$ cat config.mk
export PLATFORM = sky130hd
export DESIGN_NAME = abkf_div
export DESIGN_NICKNAME = d
export VERILOG_FILES = /design/src/hdl/abkf_pkg.sv /design/src/hdl/abkf_div.sv
export SDC_FILE = /design/constraint.sdc
export NUM_CORES = 1
export LEC_CHECK = 0
export ABC_AREA = 1
export BUFFER_PORTS_ARGS = -buffer_cell sky130_fd_sc_hd__buf_2
export CAP_MARGIN = 0
export CORE_MARGIN = 3
export CORE_UTILIZATION = 57
export CTS_BUF_LIST = sky130_fd_sc_hd__clkbuf_8
export CTS_CLUSTER_DIAMETER = 40
export CTS_CLUSTER_SIZE = 25
export DETAILED_ROUTE_END_ITERATION = 7
export HOLD_SLACK_MARGIN = 0.1
export PLACE_DENSITY = 0.82
export SLEW_MARGIN = 20
export SYNTH_ARGS = -nofsm -noshare
export SYNTH_HDL_FRONTEND = slang
export SYNTH_SLANG_ARGS = --single-unit
$ cat constraint.sdc
create_clock -name clk -period 8.05 [get_ports clk]
set_input_delay 0.805 -clock clk [delete_from_list [all_inputs] [get_ports clk]]
set_output_delay 0.805 -clock clk [all_outputs]
set_load 0.05 [all_outputs]
$ cat src/hdl/abkf_pkg.sv
// abkf_pkg: shared types and constants for the angle/bias kalman filter
// no dependencies
`default_nettype none
package abkf_pkg;

  localparam int unsigned NoiseW = 31;
  localparam int unsigned AddrW  = 4;

  localparam logic [NoiseW-1:0] AngleNoiseRst   = 31'd16777;
  localparam logic [NoiseW-1:0] BiasNoiseRst    = 31'd50332;
  localparam logic [NoiseW-1:0] MeasureNoiseRst = 31'd503316;

  localparam logic [AddrW-1:0] RegAngleNoise   = 4'd0;
  localparam logic [AddrW-1:0] RegBiasNoise    = 4'd4;
  localparam logic [AddrW-1:0] RegMeasureNoise = 4'd8;

  typedef enum logic [4:0] {
    S_IDLE,
    S_RATE,
    S_ANG,
    S_DP11,
    S_INNER,
    S_P00,
    S_P11,
    S_S,
    S_DIV0,
    S_DIV1,
    S_Y,
    S_KY0,
    S_KY1,
    S_N00,
    S_N01,
    S_N10,
    S_N11,
    S_OUT
  } state_t;

  // operands and command of the shared multiply/rounding unit
  typedef struct packed {
    logic signed [34:0] a;
    logic signed [31:0] b;
    logic               sh24;
  } mul_cmd_t;

  // saturate a 64-bit signed value to 32 bits
  function automatic logic signed [31:0] sat32(input logic signed [63:0] x);
    logic signed [31:0] r;
    if (x > 64'sh7fffffff) r = 32'sh7fffffff;
    else if (x < -64'sh80000000) r = -32'sh80000000;
    else r = x[31:0];
    return r;
  endfunction

endpackage
`default_nettype wire

$ cat src/hdl/abkf_div.sv
// abkf_div: serial restoring divider, (num << 24) / den, truncates toward zero
// uses abkf_pkg
`default_nettype none
module abkf_div (
  input  wire logic               clk,
  input  wire logic               rst,
  input  wire logic               start,
  input  wire logic signed [31:0] num,
  input  wire logic        [32:0] den,
  output logic                    done,
  output logic signed [31:0]      quo
);
  // magnitude dividend is up to 56 bits, one quotient bit a cycle
  logic [55:0] dvd;
  logic [55:0] q;
  logic [32:0] rem;
  logic [32:0] dv;
  logic [5:0]  cnt;
  logic        busy;
  logic        neg;
  logic [33:0] trial;
  logic [63:0] qs;

  assign trial = {rem, dvd[55]} - {1'b0, dv};

  always_ff @(posedge clk) begin
    if (rst) begin
      busy <= 1'b0;
      done <= 1'b0;
    end else begin
      done <= 1'b0;
      if (start) begin
        busy <= 1'b1;
        cnt  <= 6'd0;
        rem  <= '0;
        q    <= '0;
        dv   <= den;
        neg  <= num[31];
        dvd  <= {(num[31] ? 32'(-num) : 32'(num)), 24'd0};
      end else if (busy) begin
        if (!trial[33]) rem <= trial[32:0];
        else rem <= {rem[31:0], dvd[55]};
        q   <= {q[54:0], ~trial[33]};
        dvd <= {dvd[54:0], 1'b0};
        cnt <= cnt + 6'd1;
        if (cnt == 6'd55) begin
          busy <= 1'b0;
          done <= 1'b1;
        end
      end
    end
  end

  always_comb begin
    qs  = neg ? -{8'd0, q} : {8'd0, q};
    quo = abkf_pkg::sat32(qs);
  end
endmodule
`default_nettype wire

# ---- Word-level counts from Yosys, hierarchy flattened
# Index checks and enable logic that the tools add are counted.
dict set report totals {
  input_bits 68
  regBits 186
  word_cells 37
}
dict set report classes {
  order_cmp 2
  n_reduce_logical 4
  bitwise 3
  mux 14
  addsub 4
  eq_ne 1
}
# op n
set op_table {}
lappend op_table {{$mux 56} 3}
lappend op_table {{$mux 32} 3}
lappend op_table {{$mux 33} 2}
lappend op_table {{$gt 64x32->1 const B} 1}
lappend op_table {{$lt 64x32->1 const B} 1}
lappend op_table {{$mux 64} 1}
lappend op_table {{$neg 56->64} 1}
lappend op_table {{$sub 34x33->34} 1}
lappend op_table {{$neg 32->32} 1}
lappend op_table {{$add 6x1->6 const B} 1}
lappend op_table {{$eq 6x6->1 const B} 1}
lappend op_table {{$mux 6} 1}
lappend op_table {{$mux 1} 4}
lappend op_table {{$reduce_and 2->1} 2}
lappend op_table {{$not 1->1} 3}
lappend op_table {{$reduce_or 3->1} 1}
lappend op_table {{$reduce_bool 2->1} 1}

# ---- Logic depth before layout (Yosys ltp)
dict set report depth {
  word_depth 5
  ltp_mapped 20
  mapped_depth_nobuf 19
}

# ---- Worst setup path after synthesis
# OpenSTA, ideal clock, no wires.
dict set report synth_path {
  kind {input to register}
  start {input start}
  end {register busy}
  setup_ns 0.083
  path_slack_ns -0.317
  path_buffers 2
  stages 6
  required_ns 7.967
  t_arrival_ns 8.284
  path_cell_list {clkbuf_1 > clkinv_1 > clkbuf_1 > a21oi_1 > o21ai_0 > inv_1}
}
dict set report synth_between {
  elab_chain_cells 1
}
# item line
set synth_rtl {}
lappend synth_rtl {{start, declared} abkf_div.sv:7} ;# input wire logic start,
lappend synth_rtl {{$mux 1} abkf_div.sv:32} ;# if (start) begin
lappend synth_rtl {{end signal, assigned} abkf_div.sv:28} ;# busy <= 1'b0;
lappend synth_rtl {{end signal, assigned} abkf_div.sv:33} ;# busy <= 1'b1;
lappend synth_rtl {{end signal, assigned} abkf_div.sv:47} ;# busy <= 1'b0;
lappend synth_rtl {{end, declared} abkf_div.sv:19} ;# logic busy;
# No other way between the ends.
# A chain may end at the register's enable or synchronous reset.

# ---- Final worst setup path
dict set report layout_path {
  start {register neg}
  end {output quo[24]}
}
dict set report layout_between {
  elab_chain_cells 4
  word_cells_on_any_way 5
}
# item line
set layout_rtl {}
lappend layout_rtl {{start, declared} abkf_div.sv:20} ;# logic neg;
lappend layout_rtl {{start signal, assigned} abkf_div.sv:38} ;# neg <= num[31];
lappend layout_rtl {{$mux 64 (*)} abkf_div.sv:55} ;# qs = neg ? -{8'd0, q} : {8'd0, q};
lappend layout_rtl {{$lt 64x32->1} abkf_pkg.sv:49} ;# else if (x < -64'sh80000000) r = -32'sh80000000;
lappend layout_rtl {{$mux 32} abkf_pkg.sv:49}
lappend layout_rtl {{$mux 32 (*)} abkf_pkg.sv:48} ;# if (x > 64'sh7fffffff) r = 32'sh7fffffff;
lappend layout_rtl {{end, declared} abkf_div.sv:11} ;# output logic signed [31:0] quo
# Mark *: on every way between the ends. The rest lies on a longest branch, timed or not.

==> run_results.csv <==
group,metric,value,unit
status,status,"finished, final reports clean",
yosys,synth-edff-count,161,
clock_network,clk_latency,0.47,ns
sta,setup_viol,0,
sta,max_freq,232,MHz
yosys,synth_top_area_cell,"edfxtp_1",
finish,drive_gt1_share,11.1,%
sta,rsz0062_at_grt,"no",
floorplanning,fp-row-count,50,
sta,setup_ws,3.74,ns
yosys,yosysTopAreaCellShare,42.7,%
finish,fin_nets,1675,
sta,hold_violations,0,
floorplanning,die_width,147,µm
clock_network,postCtsSetupRepairBufs,0,
detailed_routing,drc,0,
sta,holdWs,0.502,ns
detailed_routing,drt-initial-drc-count,952,
clock_network,clk_pin_slew,0.10,ns
grt,grt_start_max_net_pins,78,
yosys,yosysMostFrequentCell,"nand2_1",
finish,area_delta_synth_final,9.33,%
yosys,netlist_area,0.0113,mm²
yosys,synthFlopType,"edfxtp_1",
critical_path,worst_setup_path_end_kind,"output port",
grt,antenna_found_initial,1,
detailed_routing,firstDrtPassIters,7,
place,place_ws,4.22,ns
sta,period_share,53.5,%
sta,finalCriticalPeriod,4.31,ns
floorplanning,start_util,59.3,%
critical_path,cp_data_required_time,7.24,ns
yosys,synth.area.top_cells,"edfxtp_1 (43%), nand2_1 (12%), nor2_1 (7.9%)",
clock_network,cts_tree,"yes",
critical_path,crit_arrival,3.51,ns
power_and_ir_drop,power.leakage,5.36,nW
yosys,synth_common_cells,"nand2_1 (375), nor2_1 (237), inv_1 (166), edfxtp_1 (161), o21ai_0 (106)",
yosys,syn_inst,1487,
sta,maxSlewHeadroom,36.8,%
min_path,hp-class,"in2reg",
clock_network,cts_hold_buf,0,
floorplanning,num_io_pins,101,
clock_network,cts_root_buffer,"clkbuf_8",
yosys,syn-num-nets,1592,
critical_path,critPathKind,"reg2out",
critical_path,cp-start-kind,"flop",
sta,worst_pin_slew,0.946,ns
clock_network,cts_buffer_depth,2,
sta,slew_viol_final,0,
detailed_routing,wl,26900,µm
yosys,synth_seq_cells,163,
critical_path,critPathMaxFanout,72,
yosys,ys_warn_count,0,
detailed_routing,ant_nets,0,
sta,fin_tns_setup,0,ns
floorplanning,core-area,0.0191,mm²
min_path,holdPathStages,1,
finish,diodes,0,
place,place_congestion,0.954,
yosys,synth_cell_types,38,
power_and_ir_drop,ir_drop,0.000139,V
floorplanning,die_h,147,µm
grt,grt-ovfl-total,0,
yosys,synth_seq_area_share,43.1,%
clock_network,clock-sinks,163,
finish,post-route-util,64.9,%
grt,grt_pass1_wl,44400,µm
place,port_buffers,100,
yosys,ys_async_sr_fraction,0,%
grt,grtUsageTotal,25.1,%
detailed_routing,viasPerCell,5.44,
power_and_ir_drop,finalPower,2.23,mW
floorplanning,die-area,0.0216,mm²
sta,finClkSkew,0.0191,ns
clock_network,numCtsBuffers,17,
grt,grt_pass1_vias,9187,
run,max-cap-violations,0,
detailed_routing,num_vias,10000,
yosys,postSynthAreaPerCell,7.61,µm²
detailed_routing,wire_per_inst,14.6,µm
clock_network,htreeDepth,4,
clock_network,ctsResizeCount,0,
place,dpl.hpwl,20400,µm
critical_path,worst-r2r-cell-count,9,
power_and_ir_drop,powerDensity,180,mW/mm²
metal layers:
layer	part of all wire [%]	vias up	track usage [%]	wire length, µm
li1	-	5042	-	-
met1	47	4576	36.3	12700
met2	44	361	39.6	11800
met3	7.2	37	3.73	1940
met4	1.8	2	7.32	483
met5	0.033	-	0	9
state kept, by name, indices dropped and copies added (netlist names):
signal and cells:
busy 1, cnt 6, done 1, dv 33, dvd 32, neg 1
q 56, rem 33
worst paths after layout:
path,start,end,slack (ns)
min,den[23],dv[23],0.50
max,neg,quo[24],3.74
max reg2reg,dv[0],rem[22],4.95
min reg2reg,busy,done,0.53
critical path, stage by stage (launching register included):
cell and delay [ns]:
edfxtp_1 0.33, buf_4 0.55, clkinv_1 0.45, o21bai_2 0.34, nand2_1 0.07, nand2_1 0.05, nand2_1 0.07, nand2_1 0.06
nor2_1 0.08, nand2_1 0.05, nor2_1 0.07, nand2_1 0.06, nand2_2 0.37, nand2_1 0.12, nand2_1 0.08, buf_2 0.28
cell type report:
type	instances	area [µm²]
sequential	163	4870
fill	1719	6710
timing repair buffer	105	538
clock inverter	14	141
tap	260	325
clock buffer	17	234
multi-input combinational	1110	5610
inverter	173	649
power by group:
part / switching [mW] / internal (mW)
Clock: 0.335 / 0.252
Sequential: 0.0355 / 1.01
Combinational: 0.405 / 0.189
Total: 0.776 / 1.45
cell usage in the layout, fill, tap and decap left out, types with 3 or more instances in the layout:
cell      Yosys  final
inv_2         4      5
nor2_2       13     13
o21bai_1      3      3
ha_1         36     36
o21ai_0     106    106
inv_1       166    166
a21oi_1      81     80
xor2_1       53     53
edfxtp_1    161    161
a211oi_1      4      4
o211ai_1      3      3
nand2_1     375    374
nor2_4        6      7
nand3_1      75     75
xnor2_1      29     29
clkinv_1      3      3
nand3b_1      3      3
o21a_1        4      4
a31oi_1      11     11
buf_4         0      5
nor2_1      237    236
inv_6         0      6
buf_2         8    100
nand2_2      11     11
nor4_1        5      5
a21o_1        5      5
and2_1        3      3
nor3_1       15     15
clkbuf_8      0     17
nand4_1      22     22
through the flow:
stage | instances | cell area [µm²]
after floorplan | 1487 | 11300
after global placement | 1811 | 12000
after detailed placement | 1811 | 12000
after CTS | 1842 | 12400
after global routing | 1842 | 12400
final | 1842 | 12400
logic make-up (layout without fill, tap and decap cells):
logic type	count (synthesis)	count (layout)	share of synthesized area (%)
AOI/OAI and AO/OA	223	223	10.6
DFF	163	163	43.1
xor gates and xnor gates	82	82	6.34
adders and majority gates	37	37	4.16
buffers and inverters	214	309	7.58
and+or+nand+nor	768	768	28.2
Note: power is estimated with default switching activity, not from simulation.
